--- config.mk ---
export PLATFORM = sky130hd
export DESIGN_NAME = slp_cmp
export DESIGN_NICKNAME = d
export VERILOG_FILES = /design/src/design/slp_pkg.sv /design/src/design/slp_cmp.sv
export SDC_FILE = /design/constraint.sdc
export NUM_CORES = 1
export LEC_CHECK = 0
export BUFFER_PORTS_ARGS = -buffer_cell sky130_fd_sc_hd__clkbuf_2
export CORE_AREA = 2 2 56 58
export DETAILED_ROUTE_END_ITERATION = 7
export DIE_AREA = 0 0 58 60
export PLACE_DENSITY = 0.95
export SLEW_MARGIN = 10
export SYNTH_ARGS = -nofsm -noshare
export SYNTH_HDL_FRONTEND = slang
export SYNTH_SLANG_ARGS = --single-unit
--- constraint.sdc ---
create_clock -name vclk -period 3.25
set_input_delay 0.65 -clock vclk [all_inputs]
set_output_delay 0.65 -clock vclk [all_outputs]
set_load 0.01 [all_outputs]
--- src/design/slp_pkg.sv ---
// Shared package for the slot pool oldest-select block.
// Holds action codes, status codes, word types and control structs.
// No dependencies.
package slp_pkg;

    localparam int SLOT_COUNT_DEF = 8;
    localparam int TIME_BITS_DEF  = 32;

    localparam logic [2:0] ACT_ALLOC = 3'd0;
    localparam logic [2:0] ACT_FREE  = 3'd1;
    localparam logic [2:0] ACT_SET   = 3'd2;
    localparam logic [2:0] ACT_TAKE  = 3'd3;
    localparam logic [2:0] ACT_FIND  = 3'd4;
    localparam logic [2:0] ACT_WSEQ  = 3'd5;
    localparam logic [2:0] ACT_CLEAR = 3'd6;

    localparam logic [2:0] STATUS_FREE    = 3'd0;
    localparam logic [2:0] STATUS_PENDING = 3'd1;
    localparam logic [3:0] STATUS_MAX     = 4'd7;

    typedef struct packed {
        logic [2:0]  action;
        logic [2:0]  slot_index;
        logic [3:0]  target_state;
        logic [7:0]  seq_number;
        logic        skip_valid;
        logic [2:0]  skip_slot;
        logic [31:0] now_tick;
    } t_in_word;

    typedef struct packed {
        logic       found;
        logic [2:0] result_slot;
        logic       accepted;
    } t_out_word;

    typedef struct packed {
        logic rd_en;
        logic wr_en;
        logic inval_one;
        logic inval_all;
    } t_store_op;

    typedef struct packed {
        logic hit;
        logic take;
    } t_cmp_res;

endpackage

--- src/design/slp_cmp.sv ---
// Shared compare unit: judges one slot word against the current search.
// Used for alloc, take oldest and find seq scans. Depends on slp_pkg.
module slp_cmp #(
    parameter int SLOT_COUNT = 8,
    parameter int TIME_BITS  = 32,
    parameter int IW         = (SLOT_COUNT > 1) ? $clog2(SLOT_COUNT) : 1,
    parameter int WW         = 3 + TIME_BITS + 8
) (
    input  slp_pkg::t_in_word   i_cmd,
    input  logic [IW-1:0]       i_idx,
    input  logic [WW-1:0]       i_word,
    input  logic                i_have,
    input  logic [TIME_BITS-1:0] i_best_time,
    output slp_pkg::t_cmp_res   o_res
);
    import slp_pkg::*;

    logic [2:0]           status;
    logic [TIME_BITS-1:0] stamp;
    logic [7:0]           seq;
    logic                 skipped;

    assign status  = i_word[WW-1 -: 3];
    assign stamp   = i_word[TIME_BITS+7:8];
    assign seq     = i_word[7:0];
    assign skipped = i_cmd.skip_valid && (7'(i_idx) == 7'(i_cmd.skip_slot));

    always_comb begin
        o_res = '0;
        case (i_cmd.action)
            ACT_ALLOC: begin
                o_res.hit  = (status == STATUS_FREE);
                o_res.take = o_res.hit && !i_have;
            end
            ACT_TAKE: begin
                o_res.hit  = ({1'b0, status} == i_cmd.target_state);
                o_res.take = o_res.hit && (!i_have || (stamp < i_best_time));
            end
            ACT_FIND: begin
                o_res.hit  = (status != STATUS_FREE) && (seq == i_cmd.seq_number) && !skipped;
                o_res.take = o_res.hit && !i_have;
            end
            default: begin
                o_res = '0;
            end
        endcase
    end

endmodule

==> metrics, run 1 <==
run status completed; Core ar. 2900 um2; Final Hold Vio Count 0; worst vdd ir 0.0565 mV; max_slew headroom 82.6%; clock buffer count 0; clock period minus final worst setup slack 2840 ps; sw frac 42.3%; total wire length 2.52 mm; # setup viols final 0; post-synthesis net count 295; cell-internal power 0.0000920 W; GRT Total Usage 14.1%; slowest stage delay, CP 310 ps; Remaining Overflow, GRT 0; Cell Area, Synth 973 um2; Pwr Density 105 nW/um2; Die X-Extent 58 um; FILL cells 297; FFs & Latches 0; post-synthesis sequential area ratio 0%; vias in the first global route 1,169; Starting DRT DRC Count 5; largest net degree at the start of global routing 4; worst setup path category in2out; Post-CTS Hold Buffers 0; Slew Limit Fails 0; Commonest cells post-synth ha_1, inv_1, xnor2_1, a21oi_1, nand4_1; top cell type by total area after synthesis ha_1; RD Place Congestion 0.735; Seq. cell area 0 um2; DRC Markers 0; n_diodes 0; Finished Layout Cells 264; Buf+Inv Stages, Crit Path 3; sequential share of power 0%; Row Count 20; first-pass GRT wire length 4.08 mm; worst-path cell chain clkbuf_2 -> inv_1 -> ha_1 -> a21oi_1 -> o21ai_0 -> a211o_1 -> o41ai_2 -> nand2_1 -> a31oi_1 -> clkbuf_2; critical path fanouts, max 2; Gate power share 100.0%; P_leak 0.980 nW; post_cts resized 0; share of layout cells above drive strength 1 43.7%; Post-CTS Setup Bufs 0; Hold Path Class in2out; RSZ-0062 raised after global routing false; PortBufs 100; Worst EP required 2600 ps; f_max 352 MHz; delay-heaviest family, CP compound AO/OA/AOI/OAI gates; synth warn 0; top post-synthesis cells by area ha_1, inv_1, xnor2_1; Tcrit/Tclk final 87.4%; DIE AREA 3480 um2; critical path startpoint category input port; Top Ports 135; vias per cell 4.83; initial antenna violation count 0; Synth top area share 39.8%; Starting Density 33.5%; per-cell routed wire length 9.56 um; max-cap violation count 0; Setup crit end kind primary output; Post-DP HPWL 2.52 mm; Least-Margin Pin Slew 257 ps; Worst Path Arrival 2190 ps; total power 0.000159 W; CP max stage cell a211o_1; Top cell by count, worst path clkbuf_2; synth unique cells 23; Area Growth Syn to Fin 55.7%; via count 1,275; Die Span Y 60 um; Syn Inst Count 131; Clock Power Share 0%; Initial DRT Pass Iterations 3; Avg Cell Area, Syn 7.43 um2; post-route setup TNS 0 ps; hold slack 1680 ps; Psw 0.0000673 W; Post-DRT Antenna Nets 0; cell total after placement 264; nets@finish 397
==> tightest hold or removal path, stage by stage <==
cell and delay (ps):
clkbuf_2 100, o41ai_2 60, nand2_1 50, a31oi_1 40
clkbuf_2 120
==> routing by layer <==
metal | share of wire, % | vias up | GRT usage, %
met1 | 36 | 554 | 15.4
met4 | 0 | 0 | 1.33
met3 | 9.0 | 0 | 0.866
met2 | 54 | 53 | 29.9
li1 | - | 668 | -
met5 | 0 | - | 0
==> cell usage in the layout, fill, tap and decap left out <==
master / instances
o21ai_0: 4
nor3_1: 4
a31oi_1: 1
o41ai_1: 1
nand3_1: 4
a211o_1: 1
a221oi_1: 1
and4bb_1: 1
and4_1: 1
xor2_1: 1
nor2_1: 2
or3_1: 1
a31o_1: 1
ha_1: 31
a211oi_1: 3
xnor2_1: 13
a21oi_1: 9
o41ai_2: 1
nand4_1: 9
a21o_1: 7
nand2b_1: 1
nand2_1: 3
inv_1: 31
clkbuf_2: 100
==> worst paths after layout <==
path / to / startpoint / slack, ps / depth (start not counted)
setup / recovery: o_res[0] / i_best_time[17] / 410 / 10
hold / removal: o_res[0] / i_have / 1680 / 5
==> power by group through the flow <==
stage | Combinational, W | Sequential, W | Clock [W]
after floorplan | 0.0000816 | 0 | 0
after global placement | 0.000155 | 0 | 0
after detailed placement | 0.000161 | 0 | 0
after CTS | 0.000162 | 0 | 0
after global routing | 0.000184 | 0 | 0
final | 0.000159 | 0 | 0
==> cell families (layout without fill, tap and decap cells) <==
logic type,after synthesis,in the layout,synth area share (%)
adder cells (fa/ha/maj),31,31,39.8
buffers and inverters,31,131,12.0
AO/OA/AOI/OAI,29,29,20.3
AND/OR/NAND/NOR,26,26,15.3
XOR/XNOR,14,14,12.6
==> cell type report <==
cell class                 instances  area (um2)  share of cell area, %
inverter                          31         116                   7.68
tap                               33        41.3                   2.73
timing repair buffer             100         500                   33.0
multi-input combinational        100         857                   56.6
==> metrics by stage <==
stage          cell area [um2]  setup WS (ps)  util [%]
2_1_floorplan              973            666         -
3_3_place_gp              1520            438      52.2
3_5_place_dp              1520            392      52.2
4_1_cts                   1520            386      52.2
5_1_grt                   1520            241      52.2
6_report                  1520            410      52.2
No activity file was read; power rests on OpenSTA's default activity.
==> run 2, diff against run 1 <==
--- a/config.mk
+++ b/config.mk
@@ -6,10 +6,10 @@
 export NUM_CORES = 1
 export LEC_CHECK = 0
 export BUFFER_PORTS_ARGS = -buffer_cell sky130_fd_sc_hd__clkbuf_2
-export CORE_AREA = 2 2 56 58
+export CORE_AREA = 2 2 56 69
 export DETAILED_ROUTE_END_ITERATION = 7
-export DIE_AREA = 0 0 58 60
-export PLACE_DENSITY = 0.95
+export DIE_AREA = 0 0 58 71
+export PLACE_DENSITY = 0.87
 export SLEW_MARGIN = 10
 export SYNTH_ARGS = -nofsm -noshare
 export SYNTH_HDL_FRONTEND = slang
==> constraint.sdc (replaced) <==
create_clock -name vclk -period 2.3
set_input_delay 0.46 -clock vclk [all_inputs]
set_output_delay 0.46 -clock vclk [all_outputs]
set_load 0.01 [all_outputs]
==> metrics, run 2 (synthesis results as in run 1) <==
clock buffer count 0 (unchanged); Row Count 24 (+20%); RD Place Congestion 0.797 (+8.4%); final instance area 1690 um2 (+11%); hold slack 1310 ps (-369 ps); Post-DRT Antenna Nets 0 (unchanged); clock period minus final worst setup slack 2430 ps; Core ar. 3480 um2 (+20%); FFs & Latches 0 (unchanged); Final Hold Vio Count 0 (unchanged); max-cap violation count 0 (unchanged); Area Growth Syn to Fin 73.1%; n_diodes 0 (unchanged); critical path fanouts, max 2 (unchanged); DIE AREA 4120 um2 (+18%); Hold Path Class in2out; Starting Density 27.9% (-5.6 points); grt met2 use 26.9% (-3.0 points); Die X-Extent 58 um (unchanged); share of layout cells above drive strength 1 50.9% (+7.1 points); Post-CTS Setup Bufs 0 (unchanged); GRT Total Usage 12.8% (-1.3 points); vias per cell 4.68 (-3.1%); hold path startpoint i_have; first-pass GRT wire length 4.49 mm (+10%); met1 Usage GRT 13.2% (-2.3 points); crit path launch i_best_time[26]; vias in the first global route 1,250 (+6.9%); Die Span Y 71 um (+18%); critical path startpoint category input port; Remaining Overflow, GRT 0 (unchanged); violated checks negative setup slack; commonest non-fill, non-tap cell in the layout clkbuf_2; run status complete, but fails checks; fin util 48.4% (-3.8 points); cell total after placement 273 (+3.4%); total wire length 2.97 mm (+18%); via count 1,278 (+0.24%); worst-path cell chain clkbuf_2 -> inv_1 -> ha_4 -> nand4_1 -> nor3_2 -> a211o_1 -> o41ai_2 -> nand2_1 -> a31oi_1 -> buf_2; Initial DRT Pass Iterations 4 (+1); f_max 412 MHz; worst vdd ir 0.0730 mV (+29%); Worst EP required 1840 ps (-760 ps); nets@finish 400 (+0.76%); Seq. cell area 0 um2 (unchanged); Pwr Density 156 nW/um2 (+48%); FILL cells 328 (+10%); Post-DP HPWL 2.62 mm (+4.0%); Tcrit/Tclk final 106%; Least-Margin Pin Slew 323 ps (+65.6 ps); post-route setup TNS -127 ps (-127 ps); GRT Max-Usage Layer met2; met3 Use GR 1.28% (+0.41 points); commonest cells after routing, fill and taps aside clkbuf_2, inv_1, ha_1; RSZ-0062 raised after global routing true; Worst Path Arrival 1970 ps (-220 ps); Slew Limit Fails 0 (unchanged); worst setup path category in2out; largest net degree at the start of global routing 4 (unchanged); per-cell routed wire length 10.9 um (+14%); PortBufs 100 (unchanged); Setup crit end kind primary output; crit path setup slack, layout -127 ps (-537 ps); initial antenna violation count 0 (unchanged); P_leak 0.995 nW (+1.5%); slowest stage delay, CP 310 ps (about the same); Starting DRT DRC Count 37 (+32); # setup viols final 1 (+1); max_slew headroom 78.4% (-4.3 points); Top Ports 135 (unchanged); CP max stage cell a211o_1; DRC Markers 0 (unchanged); Post-DP Area 1550 um2 (+2.0%); Finished Layout Cells 273 (+3.4%)
==> run 2: through the flow <==
step	total power (W)	worst slack (ps)
2_1_floorplan	0.000115	95.7
3_3_place_gp	0.000227	-137
3_5_place_dp	0.000232	-229
4_1_cts	0.000243	-157
5_1_grt	0.000302	-251
6_report	0.000262	-127
==> run 2: report_power, final <==
group | total [W] | internal (W) | switching [W]
clock | 0 | 0 | 0
sequential | 0 | 0 | 0
combinational | 0.000262 | 0.000151 | 0.000112
total | 0.000262 | 0.000151 | 0.000112
==> run 2: layout make-up <==
| class | instances | area (um2) | area share, % |
|---|---|---|---|
| repair buffers | 103 | 523 | 31.0 |
| well taps | 39 | 48.8 | 2.90 |
| multi-input cells | 100 | 997 | 59.2 |
| inverters | 31 | 116 | 6.90 |
==> run 2: what timing repair did <==
action	4_1_cts	5_1_grt
setup endpoints to repair	1	1
resized for setup	7	11
pin swaps	5	2
hold buffers	0	0
==> run 2: path summary, 6_finish.rpt <==
kind | to | slack (ps) | cells after the start
setup / recovery | o_res[0] | -130 | 10
hold / removal | o_res[0] | 1310 | 5
==> run 2: worst max-delay path, delay by kind of cell <==
family / cells / cell delay, ps
simple gates: 3 / 290
fa+ha+maj: 1 / 210
compound gates: 3 / 680
buf+inv: 3 / 330
==> run 2: metal layers <==
| layer | share of wire (%) | up-vias |
|---|---|---|
| li1 | - | 674 |
| met1 | 34 | 536 |
| met2 | 56 | 64 |
| met3 | 8.6 | 4 |
| met4 | 1.3 | 0 |
| met5 | 0 | - |
==> run 3, diff against run 2 <==
--- a/config.mk
+++ b/config.mk
@@ -6,10 +6,10 @@
 export NUM_CORES = 1
 export LEC_CHECK = 0
 export BUFFER_PORTS_ARGS = -buffer_cell sky130_fd_sc_hd__clkbuf_2
-export CORE_AREA = 2 2 56 69
+export CORE_AREA = 2 2 61 63
 export DETAILED_ROUTE_END_ITERATION = 7
-export DIE_AREA = 0 0 58 71
-export PLACE_DENSITY = 0.87
+export DIE_AREA = 0 0 63 65
+export PLACE_DENSITY = 0.88
 export SLEW_MARGIN = 10
 export SYNTH_ARGS = -nofsm -noshare
 export SYNTH_HDL_FRONTEND = slang
==> metrics, run 3 (synthesis results as in run 1) <==
commonest non-fill, non-tap cell in the layout clkbuf_2; critical path fanouts, max 2 (unchanged); Slew Limit Fails 0 (unchanged); Row Count 22 (-8.3%); Die X-Extent 63 um (+8.6%); DIE AREA 4100 um2 (-0.56%); Initial DRT Pass Iterations 4 (unchanged); Pwr Density 158 nW/um2 (+1.6%); clock buffer count 0 (unchanged); met1 Usage GRT 14.6% (+1.4 points); FILL cells 356 (+8.5%); nets@finish 401 (+0.25%); P_leak 0.996 nW (+0.18%); Starting Density 27.8% (-0.10 points); first-pass GRT wire length 4.78 mm (+6.5%); via count 1,300 (+1.7%); Seq. cell area 0 um2 (unchanged); worst setup path category in2out; f_max 426 MHz (+3.5%); Tcrit/Tclk final 102% (-3.6 points); Top Ports 135 (unchanged); RD Place Congestion 0.723 (-9.2%); Final Hold Vio Count 0 (unchanged); Post-CTS Setup Bufs 0 (unchanged); PortBufs 100 (unchanged); area of the multi-input gates 1060 um2 (+5.9%); max_slew headroom 80.2% (+1.9 points); Hold Path Class in2out; Worst EP required 1840 ps (about the same); total power 0.000281 W (+7.2%); per-cell routed wire length 10.7 um (-1.6%); met3 Use GR 0.347% (-0.93 points); hold slack 1310 ps (-0.540 ps); Worst Hold Depth 5 (unchanged); max-cap violation count 0 (unchanged); Remaining Overflow, GRT 0 (unchanged); Starting DRT DRC Count 11 (-70%); Post-DRT Antenna Nets 0 (unchanged); violated checks negative setup slack; FFs & Latches 0 (unchanged); share of layout cells above drive strength 1 57.0% (+6.2 points); initial antenna violation count 0 (unchanged); total wire length 3.03 mm (+2.0%); vias in the first global route 1,277 (+2.2%); GRT Max-Usage Layer met2; Post-CTS Hold Buffers 0 (unchanged); worst vdd ir 0.0563 mV (-23%); commonest cells after routing, fill and taps aside clkbuf_2, inv_1, ha_1; Area Growth Syn to Fin 82.6%; clock period minus final worst setup slack 2350 ps (-81.8 ps); Post-DP HPWL 2.68 mm (+2.2%); RSZ-0062 raised after global routing true; Least-Margin Pin Slew 295 ps (-28.2 ps); n_diodes 0 (unchanged); Core ar. 3500 um2 (+0.36%); # setup viols final 1 (unchanged); crit path setup slack, layout -45.1 ps (+81.8 ps); DRC Markers 0 (unchanged); largest net degree at the start of global routing 4 (unchanged); pre-CTS setup slack -169 ps (+60.3 ps); grt met2 use 31.4% (+4.5 points); GRT Total Usage 13.9% (+1.1 points); vias per cell 4.59 (-1.9%); Setup crit end kind primary output; Worst Path Arrival 1890 ps (-80 ps); critical path startpoint category input port; run status complete, but fails checks; Die Span Y 65 um (-8.5%)
-- run 3: power breakdown --
group	internal (W)	switching, W	total [W]
clock network	0	0	0
logic	0.000162	0.000119	0.000281
registers	0	0	0
-- run 3: metal layers --
metal	wire length, um	share of wire [%]	vias to the layer above
met3	170	5.6	0
met2	1760	58	50
met4	0	0	0
li1	-	-	680
met5	0	0	-
met1	1100	36	570
-- run 3: final cells by class --
class                           instances  area share (%)
Inverter                               31            6.69
Timing Repair Buffer                  104            30.5
Multi-Input combinational cell        100            59.4
Tap cell                               48            3.38
-- run 3: what timing repair did --
action | in CTS | in global routing
gates resized for setup | 23 | 12
setup endpoints to repair | 1 | 1
pin swaps | 11 | 8
cloned | 0 | 0
-- run 3: worst max-delay path, stage by stage --
cell and delay [ps]:
buf_6 90, inv_2 70, ha_4 200, nand4_1 120, nor3_2 70, a211o_1 300
o41ai_2 200, nand2_1 80, a31oi_1 150, buf_2 160
-- run 3: stage by stage --
| stage | instance area, um2 | std cells | utilization, % | TNS (ps) |
|---|---|---|---|---|
| 2_1_floorplan | 973 | 131 | - | 0 |
| 3_3_place_gp | 1560 | 283 | 44.7 | -140 |
| 3_5_place_dp | 1560 | 283 | 44.7 | -169 |
| 4_1_cts | 1740 | 283 | 49.7 | -138 |
| 5_1_grt | 1780 | 283 | 50.9 | -131 |
| 6_report | 1780 | 283 | 50.9 | -45.1 |
-- run 3: path summary, 6_finish.rpt --
path | startpoint | end | slack [ps]
max | i_best_time[24] | o_res[0] | -50
min | i_have | o_res[0] | 1310
