==> config.mk <==
export PLATFORM = sky130hd
export DESIGN_NAME = slp_store
export DESIGN_NICKNAME = d
export VERILOG_FILES = /design/src/design/slp_pkg.sv /design/src/design/slp_store.sv
export SDC_FILE = /design/constraint.sdc
export NUM_CORES = 1
export LEC_CHECK = 0
export BUFFER_PORTS_ARGS = -buffer_cell sky130_fd_sc_hd__buf_2
export CAP_MARGIN = 20
export CELL_PAD_IN_SITES_DETAIL_PLACEMENT = 0
export CELL_PAD_IN_SITES_GLOBAL_PLACEMENT = 2
export CORE_MARGIN = 2
export CORE_UTILIZATION = 50
export DETAILED_ROUTE_END_ITERATION = 16
export PLACE_DENSITY_LB_ADDON = 0.1
export REMOVE_ABC_BUFFERS = 1
export SYNTH_ARGS = -nofsm -noshare
export SYNTH_HDL_FRONTEND = slang
export SYNTH_SLANG_ARGS = --single-unit
==> constraint.sdc <==
create_clock -name i_clk -period 5.2 [get_ports i_clk]
set_clock_uncertainty 0.2 [all_clocks]
set_input_delay 0 -clock i_clk [delete_from_list [all_inputs] [get_ports i_clk]]
set_output_delay 0 -clock i_clk [all_outputs]
set_load 0.01 [all_outputs]
==> src/design/slp_pkg.sv <==
// Shared package for the slot pool oldest-select block.
// Holds action codes, status codes, word types and control structs.
// No dependencies.
package slp_pkg;

    localparam int SLOT_COUNT_DEF = 8;
    localparam int TIME_BITS_DEF  = 32;

    localparam logic [2:0] ACT_ALLOC = 3'd0;
    localparam logic [2:0] ACT_FREE  = 3'd1;
    localparam logic [2:0] ACT_SET   = 3'd2;
    localparam logic [2:0] ACT_TAKE  = 3'd3;
    localparam logic [2:0] ACT_FIND  = 3'd4;
    localparam logic [2:0] ACT_WSEQ  = 3'd5;
    localparam logic [2:0] ACT_CLEAR = 3'd6;

    localparam logic [2:0] STATUS_FREE    = 3'd0;
    localparam logic [2:0] STATUS_PENDING = 3'd1;
    localparam logic [3:0] STATUS_MAX     = 4'd7;

    typedef struct packed {
        logic [2:0]  action;
        logic [2:0]  slot_index;
        logic [3:0]  target_state;
        logic [7:0]  seq_number;
        logic        skip_valid;
        logic [2:0]  skip_slot;
        logic [31:0] now_tick;
    } t_in_word;

    typedef struct packed {
        logic       found;
        logic [2:0] result_slot;
        logic       accepted;
    } t_out_word;

    typedef struct packed {
        logic rd_en;
        logic wr_en;
        logic inval_one;
        logic inval_all;
    } t_store_op;

    typedef struct packed {
        logic hit;
        logic take;
    } t_cmp_res;

endpackage

==> src/design/slp_store.sv <==
// Slot storage: one-port memory of packed slot words plus per-slot valid bits.
// Invalid slots read as all zero. Depends on slp_pkg.
module slp_store #(
    parameter int SLOT_COUNT = 8,
    parameter int TIME_BITS  = 32,
    parameter int IW         = (SLOT_COUNT > 1) ? $clog2(SLOT_COUNT) : 1,
    parameter int WW         = 3 + TIME_BITS + 8
) (
    input  logic                i_clk,
    input  logic                i_rst_n,
    input  slp_pkg::t_store_op  i_op,
    input  logic [IW-1:0]       i_addr,
    input  logic [WW-1:0]       i_wr_word,
    output logic [WW-1:0]       o_rd_word
);
    import slp_pkg::*;

    logic [WW-1:0]         r_mem [SLOT_COUNT];
    logic [SLOT_COUNT-1:0] r_valid;
    logic [WW-1:0]         r_q;
    logic                  r_q_vld;

    always_ff @(posedge i_clk) begin
        if (!i_rst_n) begin
            r_valid <= '0;
        end else if (i_op.inval_all) begin
            r_valid <= '0;
        end else if (i_op.inval_one) begin
            r_valid[i_addr] <= 1'b0;
        end else if (i_op.wr_en) begin
            r_valid[i_addr] <= 1'b1;
        end
    end

    always_ff @(posedge i_clk) begin
        if (i_op.wr_en) begin
            r_mem[i_addr] <= i_wr_word;
        end
        if (i_op.rd_en) begin
            r_q     <= r_mem[i_addr];
            r_q_vld <= r_valid[i_addr];
        end
    end

    assign o_rd_word = r_q_vld ? r_q : '0;

endmodule

==> results of run 1 <==
## routing by layer
| layer | vias to the layer above | wire length, um |
|---|---|---|
| met2 | 167 | 15100 |
| li1 | 3014 | - |
| met5 | - | 0 |
| met4 | 0 | 358 |
| met1 | 3625 | 12500 |
| met3 | 32 | 1300 |
## cell type report
| class | count | area [um2] | area share |
|---|---|---|---|
| multi-input combinational | 207 | 3200 | 0.177 |
| timing repair buffer | 159 | 1130 | 0.0626 |
| clock buffer | 57 | 1200 | 0.0665 |
| tap | 390 | 488 | 0.0270 |
| clock inverter | 21 | 223 | 0.0123 |
| sequential | 396 | 11800 | 0.654 |
## repair_timing
item                                   CTS  global route
gates resized for setup                  0             0
endpoints found under the hold margin  370             0
hold buffers                            49             0
## critical path, stage by stage
cell	delay (ns)
dlygate4sd3_1	0.54
buf_4	0.52
nand2b_1	0.32
nor2_4	0.66
buf_4	0.55
## cell families (layout without fill, tap and decap cells)
family / Yosys count / after routing / share of synthesized area
compound gates: 13 / 13 / 0.00807
buf+inv: 33 / 237 / 0.0157
flops: 396 / 396 / 0.777
mux: 131 / 131 / 0.175
simple gates: 63 / 63 / 0.0242
## Yosys cell counts (all sizes together), types with 2 or more instances
| cell | number |
|---|---|
| nand2b | 4 |
| mux2 | 44 |
| buf | 16 |
| nor2 | 9 |
| nand2 | 3 |
| edfxtp | 388 |
| mux4 | 86 |
| dfxtp | 8 |
| a21oi | 2 |
| clkbuf | 17 |
| and2 | 43 |
| o221a | 8 |
## final timing paths
check / slack, ns / endpoint / startpoint
setup / recovery: 2.52 / r_mem[5][1] / i_addr[2]
hold / removal: 0.007 / r_q[42] / i_op[3]
setup reg to reg: 3.58 / r_q[2] / r_mem[1][2]
hold reg to reg: 0.33 / flop / flop
## power groups by stage
stage / sequential [mW] / combinational [mW] / clock, mW
2_1_floorplan: 3.72 / 0.195 / 0
3_3_place_gp: 3.73 / 0.366 / 0
3_5_place_dp: 3.73 / 0.378 / 0
4_1_cts: 3.67 / 0.407 / 3.08
5_1_grt: 3.67 / 0.431 / 3.22
6_report: 3.67 / 0.397 / 3.01
## flip-flops by register name, summed over array words and instances (netlist names), named ones only
register  count
r_mem       344
r_q          43
r_q_vld       1
## metrics by stage
step           instance area (um2)  std cells  setup WS (ns)  total power, mW
2_1_floorplan                15000        603           2.38             3.92
3_3_place_gp                 16100       1100           2.22             4.09
3_5_place_dp                 16100       1103           2.23             4.11
4_1_cts                      18100       1230           2.44             7.15
5_1_grt                      18100       1230           2.35             7.33
6_report                     18100       1230           2.52             7.07
==> run metrics, run 1 <==
outcome=complete, no violations; period utilisation layout=0.515; Seq/Total Area, Yosys=0.777; post-synthesis cell type count=27; area of the core=29800 um2; largest net degree at the start of global routing=50; Setup TNS=0 ns; Fmax achieved=approximately 370 MHz; Die W=178 um; htree depth=2; commonest non-fill, non-tap cell in the layout=edfxtp_1; clk slew on worst S/H paths=0.06 ns; Clock Power Share=0.426; min cycle time layout=2.68 ns; GR Overflow Total=0; clk_lat worst skew=~0.52 ns; Static Leak=~6.2 nW; total number of vias=6838; vias in the first global route=roughly 7300; Worst EP arrival=2.64 ns; P&R area growth vs syn=18.8%; Num CTS Buffers=between 40 and 50; Post-synth EDFFs=388; top cells by area, synth=edfxtp_1, mux4_2, mux2_4; synthesized area=15200 um2; Worst VDD drop=0.283 mV; crit path max fanout=41; Internal Pwr Total=5.70 mW; PortBufs=94; unrepaired setup endpoints after global routing=false; Post-CTS Setup Bufs=0; Worst Tran Pin Value=roughly 0.92 ns; layout cells sized above 1=0.354; met1 Track Usage GR=0.262; sequential share of power=0.518; GR met3 Demand/Resource=0.0311; Slew Viols, Final=0; max cap viols=0; initial antenna violation count=1; Tot GR Track Use=0.193; std cell rows=between 60 and 70; Hold Path Class=input pin to flop; WP data required=5.16 ns; number of DRC markers in iteration 0=470; asr flop ratio synth=0; ant diodes=0; Psw=1.38 mW; Max Buffers Root-to-Sink=3; Critical Path Source Type=input pin; HPWL Detailed=15.9 mm; post-DR wirelength/cell=approximately 24 um; full die area=approximately 32000 um2; YS warnings=0; Reg2Reg Depth=2; grt met2 use=0.331; Total Wirelength=29.3 mm; pwr/cell area=between 300 and 400 nW/um2; Logic pwr share=0.056; share of the synthesized area in the top cell type=0.767; Final GP Congestion=0.688; Top FF cell, synth=edfxtp_1; busiest layer in global routing=met2; Post-Synthesis Cells=636; Die Y=178 um; Initial Util=0.510; DRT antenna net count=0; Root Buffer=clkbuf_16; CTS sink count=396; nets=around 860; CTS tree=built; via/cell ratio=5.56; most area-hungry cell type in the Yosys netlist=edfxtp_1; CP endpoint kind=flop; hold_ws=0.00710 ns; WHS Path Cells=2; Final Hold Vio Count=0; Syn Area/Cell=between 20 and 25 um2; fillers=2153; DR pass1 iterations=5; Crit Path Class=input pin to flop; DRC viols=0; Slew HR=0.386; IO Count=95; #FFs+latches synth=396; commonest non-fill, non-tap cells in the layout=edfxtp_1, buf_2, mux4_2; Final setup viols=0; Final Util=0.606; first-pass GRT wire length=44.3 mm; Sw Share=0.194
No activity file was read; power rests on OpenSTA's default activity.
==> run 2, diff against run 1 <==
- CORE_UTILIZATION: 50 -> 44
- clock period: 5.2 -> 2.4 ns (I/O delays scaled with it)
==> run metrics, run 2 (synthesis results as in run 1) <==
met1 wire length=13.6 mm (+8.8%); Die W=190 um (+6.5%); DRC viols=0 (unchanged); CP endpoint kind=flop; top sig layer=met4; outcome=complete, no violations; clk slew on worst S/H paths=0.06 ns (about the same); Crit Path Class=input pin to flop; Initial Util=0.443 (-0.0668); PortBufs=94 (unchanged); commonest non-fill, non-tap cell in the layout=edfxtp_1; crit path max fanout=29 (-29%); CTS sink count=396 (unchanged); ant diodes=0 (unchanged); PnR Total Power=15.0 mW (+110%); Root Buffer=clkbuf_16; Static Leak=6.29 nW (+1.5%); htree depth=2 (unchanged); Worst EP arrival=2.48 ns (-0.16 ns); via/cell ratio=5.30 (-4.6%); Worst VDD drop=0.525 mV (+86%); post-CTS sizing=0 (unchanged); full die area=36000 um2 (+13%); unrepaired setup endpoints after global routing=false; Internal Pwr Total=12.1 mW (+110%); Die Y=190 um (+6.5%); number of DRC markers in iteration 0=436 (-7.2%); GR Overflow Total=0 (unchanged); Top reg by flops=r_mem; nets=874 (+1.9%); P&R area growth vs syn=20.7%; Tot GR Track Use=0.181 (-0.0118); Slew HR=0.646 (+0.260); IO Count=95 (unchanged); Final setup viols=0 (unchanged); Regs by FF count=r_mem (344), r_q (43), r_q_vld (1); std cell rows=68 (+7.9%); Num CTS Buffers=42 (unchanged); Sw Share=0.198 (+0.00328); commonest non-fill, non-tap cells in the layout=edfxtp_1, buf_2, mux4_2; Final GP Congestion=0.687 (-0.20%); Max Buffers Root-to-Sink=3 (unchanged); layout cells sized above 1=0.365 (+0.0111); area of the core=34300 um2 (+15%); CTS tree=built; fillers=2676 (+24%); Fmax achieved=454 MHz; HPWL Detailed=17.6 mm (+10%); Total Wirelength=31.6 mm (+8.0%); Hold Path Class=input pin to flop; Slew Viols, Final=0 (unchanged); DRT antenna net count=0 (unchanged); WP data required=2.67 ns (-2.49 ns); largest net degree at the start of global routing=38 (-24%); Critical Path Source Type=input pin; first-pass GRT wire length=47.5 mm (+7.2%); Final Hold Vio Count=0 (unchanged); hold buffers post-CTS=51 (+4.1%); pwr/cell area=820 nW/um2 (+110%); met3 wire len=1.69 mm (+30%); Logic pwr share=0.061 (+0.005); vias in the first global route=7590 (+4.6%); Worst Tran Pin Value=0.530 ns (-0.388 ns); Psw=2.97 mW (+120%); post-place setup slack=0.402 ns (-1.82 ns); met2 WL post-DR=15.9 mm (+4.7%); post-DR wirelength/cell=24.2 um (+1.8%); Post-CTS Setup Bufs=0 (unchanged); min cycle time layout=~2.2 ns; initial antenna violation count=0 (-1); total number of vias=6922 (+1.2%); setup ws final=0.196 ns (-2.32 ns); period utilisation layout=0.918; clk_lat worst skew=0.53 ns (about the same); max cap viols=0 (unchanged); flip-flop count of the largest register after layout=344 (unchanged); Clock Power Share=0.411 (-0.015); sequential share of power=0.528 (+0.010); DR pass1 iterations=4 (-1)
-- run 2: cell count changes in the layout (fill, tap and decap cells not counted), sizes merged --
cell	delta
bufinv	-2
inv	+1
clkinvlp	-1
buf	+14
clkbuf	-3
dlygate4sd3	+2
clkinv	-1
-- run 2: power groups by stage --
| stage | Sequential, mW | Clock [mW] | Combinational [mW] |
|---|---|---|---|
| 6_report | 7.94 | 6.18 | 0.919 |
| 4_1_cts | 7.94 | 6.33 | 0.944 |
| 5_1_grt | 7.96 | 6.62 | 0.994 |
| 2_1_floorplan | 8.07 | 0 | 0.422 |
| 3_3_place_gp | 8.07 | 0 | 0.850 |
| 3_5_place_dp | 8.09 | 0 | 0.874 |
-- run 2: routing by layer --
layer	up-vias	global-route usage
li1	3051	-
met1	3655	0.249
met2	170	0.304
met3	46	0.0299
met4	0	0.0447
met5	-	0
-- run 2: path summary, 6_finish.rpt --
check / from / to / slack (ns) / depth (start not counted)
hold reg to reg: flop / flop / 0.34 / 1
hold / removal: i_wr_word[37] / r_mem[6][37] / 0.08 / 2
setup / recovery: i_addr[0] / flop / 0.20 / 7
setup reg to reg: r_mem[2][2] / r_q[2] / 0.79 / 2
-- run 2: area by class of cell --
class / count / area, um2 / area share
Timing Repair Buffer: 175 / 1430 / 0.0780
Multi-Input combinational cell: 207 / 3200 / 0.175
Tap cell: 455 / 569 / 0.0310
Sequential cell: 396 / 11800 / 0.644
Clock buffer: 54 / 1160 / 0.0633
Clock inverter: 18 / 164 / 0.00894
-- run 2: stage by stage --
stage | utilization | hold WS (ns) | TNS (ns) | instances | instance area [um2]
finish | 0.535 | 0.0792 | 0 | 1305 | 18300
global route | 0.535 | 0.0835 | 0 | 1305 | 18300
CTS | 0.535 | 0.0566 | 0 | 1305 | 18300
detailed placement | 0.481 | 0.0732 | 0 | 1182 | 16500
global placement | 0.481 | 0.0562 | 0 | 1182 | 16500
floorplan | - | -0.101 | -102.40 | 603 | 15000
-- run 2: worst max-delay path, cell delays in order --
cell and delay [ns]:
dlygate4sd3_1 0.54, buf_6 0.35, nand2_1 0.34, nor2_4 0.21, buf_12 0.25, o221a_2 0.21
dlygate4sd3_1 0.53
==> run 3, diff against run 2 <==
- ABC_AREA: not set -> 1
- CORE_UTILIZATION: 44 -> 43
- clock period: 2.4 -> 2.56 ns (I/O delays scaled with it)
==> run metrics, run 3 <==
Synth Area in Adders=0 (unchanged); most area-hungry cell type in the Yosys netlist=edfxtp_1; outcome=complete, no violations; std cell rows=71 (+4.4%); count leader, synth=nand2_1; Synth top cells by count=nand2_1, edfxtp_1, inv_1; FF+latch area=11800 um2 (unchanged); flip-flop count of the largest register after layout=344 (unchanged); Synth Area in Compound Gates=0.00433 (-0.00374); Reg2Reg Depth=6 (+4); asr flop ratio synth=0 (unchanged); unrepaired setup endpoints after global routing=false; initial antenna violation count=1 (+1); Slew HR=0.509 (-0.138); min cycle time layout=2.47 ns; Final setup viols=0 (unchanged); clk slew on worst S/H paths=0.06 ns (about the same); Regs by FF count=r_mem (344), r_q (43), r_q_vld (1); Syn Area/Cell=10.6 um2 (-56%); Crit Path Class=input pin to flop; most used cell, CP=dlygate4sd3_1; YS warnings=0 (unchanged); HPWL Detailed=20.6 mm (+17%); largest family of logic cells by synthesized area=simple AND/OR/NAND/NOR gates; GR Overflow Total=0 (unchanged); Setup TNS=0 ns (unchanged); commonest non-fill, non-tap cell in the layout=nand2_1; Post-Synthesis Cells=1531 (+140%); Num CTS Buffers=44 (+4.8%); fillers=3355 (+25%); share of the synthesized area in the top cell type=0.720 (-0.0471); Worst Tran Pin Value=0.737 ns (+0.206 ns); Total Wirelength=39.1 mm (+24%); Die Y=198 um (+4.3%); mux contribution to synthesized area=0 (-0.175); PnR Total Power=14.4 mW (-4.4%); Initial Util=0.433 (-0.0103); full die area=39200 um2 (+8.8%); Top FF cell, synth=edfxtp_1; Seq/Total Area, Yosys=0.730 (-0.0478); Hold Path Class=input pin to flop; synthesized area=16200 um2 (+6.5%); post-CTS sizing=0 (unchanged); Fmax achieved=405 MHz; max cap viols=0 (unchanged); post-synthesis cell type count=16 (-41%); CTS sink count=396 (unchanged); layout cells sized above 1=0.115 (-0.250); largest net degree at the start of global routing=92 (+140%); crit path max fanout=16 (-45%); CTS tree=built; htree depth=2 (unchanged); fraction of synthesized cell area in xor and xnor cells=0 (unchanged); Critical Path Source Type=input pin; P&R area growth vs syn=20.1%; Die W=198 um (+4.3%); Static Leak=8.43 nW (+34%); PortBufs=94 (unchanged); slowest CP cell=dlygate4sd3_1; Root Buffer=clkbuf_16; critical path's largest stage delay=0.57 ns (+0.03 ns); Slew Viols, Final=0 (unchanged); Post-synth EDFFs=388 (unchanged); ant diodes=0 (unchanged); via/cell ratio=4.68 (-12%); nets=1748 (+100%); Tot GR Track Use=0.206 (+0.0248); worst path cell trace=dlygate4sd3_1 -> buf_6 -> nand3_1 -> dlygate4sd3_1 -> nand2_1 -> dlygate4sd3_1 -> a21oi_1 -> dlygate4sd3_1; area of the core=37400 um2 (+9.1%); Max Buffers Root-to-Sink=3 (unchanged); CP endpoint kind=flop; multi-input logic area=3870 um2 (+21%); WP data required=2.79 ns (+0.12 ns); IO Count=95 (unchanged); Final GP Congestion=0.730 (+6.4%); DRT antenna net count=0 (unchanged); DR pass1 iterations=5 (+1); number of DRC markers in iteration 0=616 (+41%); WHS Path Cells=5 (+3); post-DR wirelength/cell=17.5 um (-28%); commonest non-fill, non-tap cells in the layout=nand2_1, edfxtp_1, buf_2; vias in the first global route=9935 (+31%); Worst VDD drop=0.535 mV (+1.8%); top cells by area, synth=edfxtp_1, nand2_1, buf_2; #FFs+latches synth=396 (unchanged); Top reg by flops=r_mem; Post-Synth Simple-Gate Area=0.231 (+0.207); pwr/cell area=739 nW/um2 (-9.9%); period utilisation layout=0.964; Worst EP arrival=2.70 ns (+0.22 ns); Final Hold Vio Count=0 (unchanged); DRC viols=0 (unchanged); clk_lat worst skew=0.55 ns (+0.02 ns); total number of vias=10458 (+51%); first-pass GRT wire length=59.7 mm (+26%)
[run 3: cell type report]
cell class / instances / area share
multi-input cells: 1004 / 0.199
well taps: 511 / 0.0329
repair buffers: 194 / 0.0801
clock inverters: 15 / 0.00611
clock buffers: 60 / 0.0639
flip-flops and latches: 396 / 0.607
inverters: 56 / 0.0109
[run 3: per-layer routing]
metal | vias to the layer above | track usage | part of all wire
li1 | 5268 | - | -
met1 | 4984 | 0.288 | 0.47
met2 | 165 | 0.341 | 0.48
met3 | 41 | 0.0283 | 0.034
met4 | 0 | 0.0512 | 0.014
met5 | - | 0 | 0
[run 3: cells by family after synthesis]
kind of cell	Yosys count
and+or+nand+nor	992
DFF	396
buffers and inverters	131
AOI/OAI and AO/OA	12
[run 3: final timing paths]
| path | start | endpoint | slack [ns] |
|---|---|---|---|
| max | i_addr[0] | flop | 0.09 |
| min | i_addr[1] | r_mem[5][41] | 0.04 |
| max reg2reg | r_mem[7][41] | r_q[41] | 0.36 |
| min reg2reg | flop | flop | 0.28 |
[run 3: where the power goes]
group | internal (mW) | switching (mW) | leakage, nW | total [mW]
clock | 3.56 | 2.37 | 0.667 | 5.94
sequential | 7.38 | 0.0577 | 3.63 | 7.44
combinational | 0.327 | 0.670 | 4.13 | 0.997
[run 3: timing repair]
item | in CTS | in global routing
setup buffers | 0 | 0
endpoints found under the hold margin | 434 | 0
hold buffers | 68 | 0
[run 3: stage by stage]
step                      std cells  area, um2  utilization  hold WS [ns]  worst slack, ns
after detailed placement       2093      17400        0.465        0.0847            0.581
final                          2236      19400        0.520        0.0398           0.0911
after global placement         2093      17400        0.465        0.0798            0.585
after CTS                      2236      19400        0.520        0.0131            0.134
after floorplan                1456      15800            -        -0.101            -1.62
after global routing           2236      19400        0.520        0.0613           0.0138
[run 3: critical path: cells and delay by family]
family                 cells  cell delay, ns
AO/OA/AOI/OAI              1            0.04
AND/OR/NAND/NOR            2            0.16
buffers and inverters      5            2.49
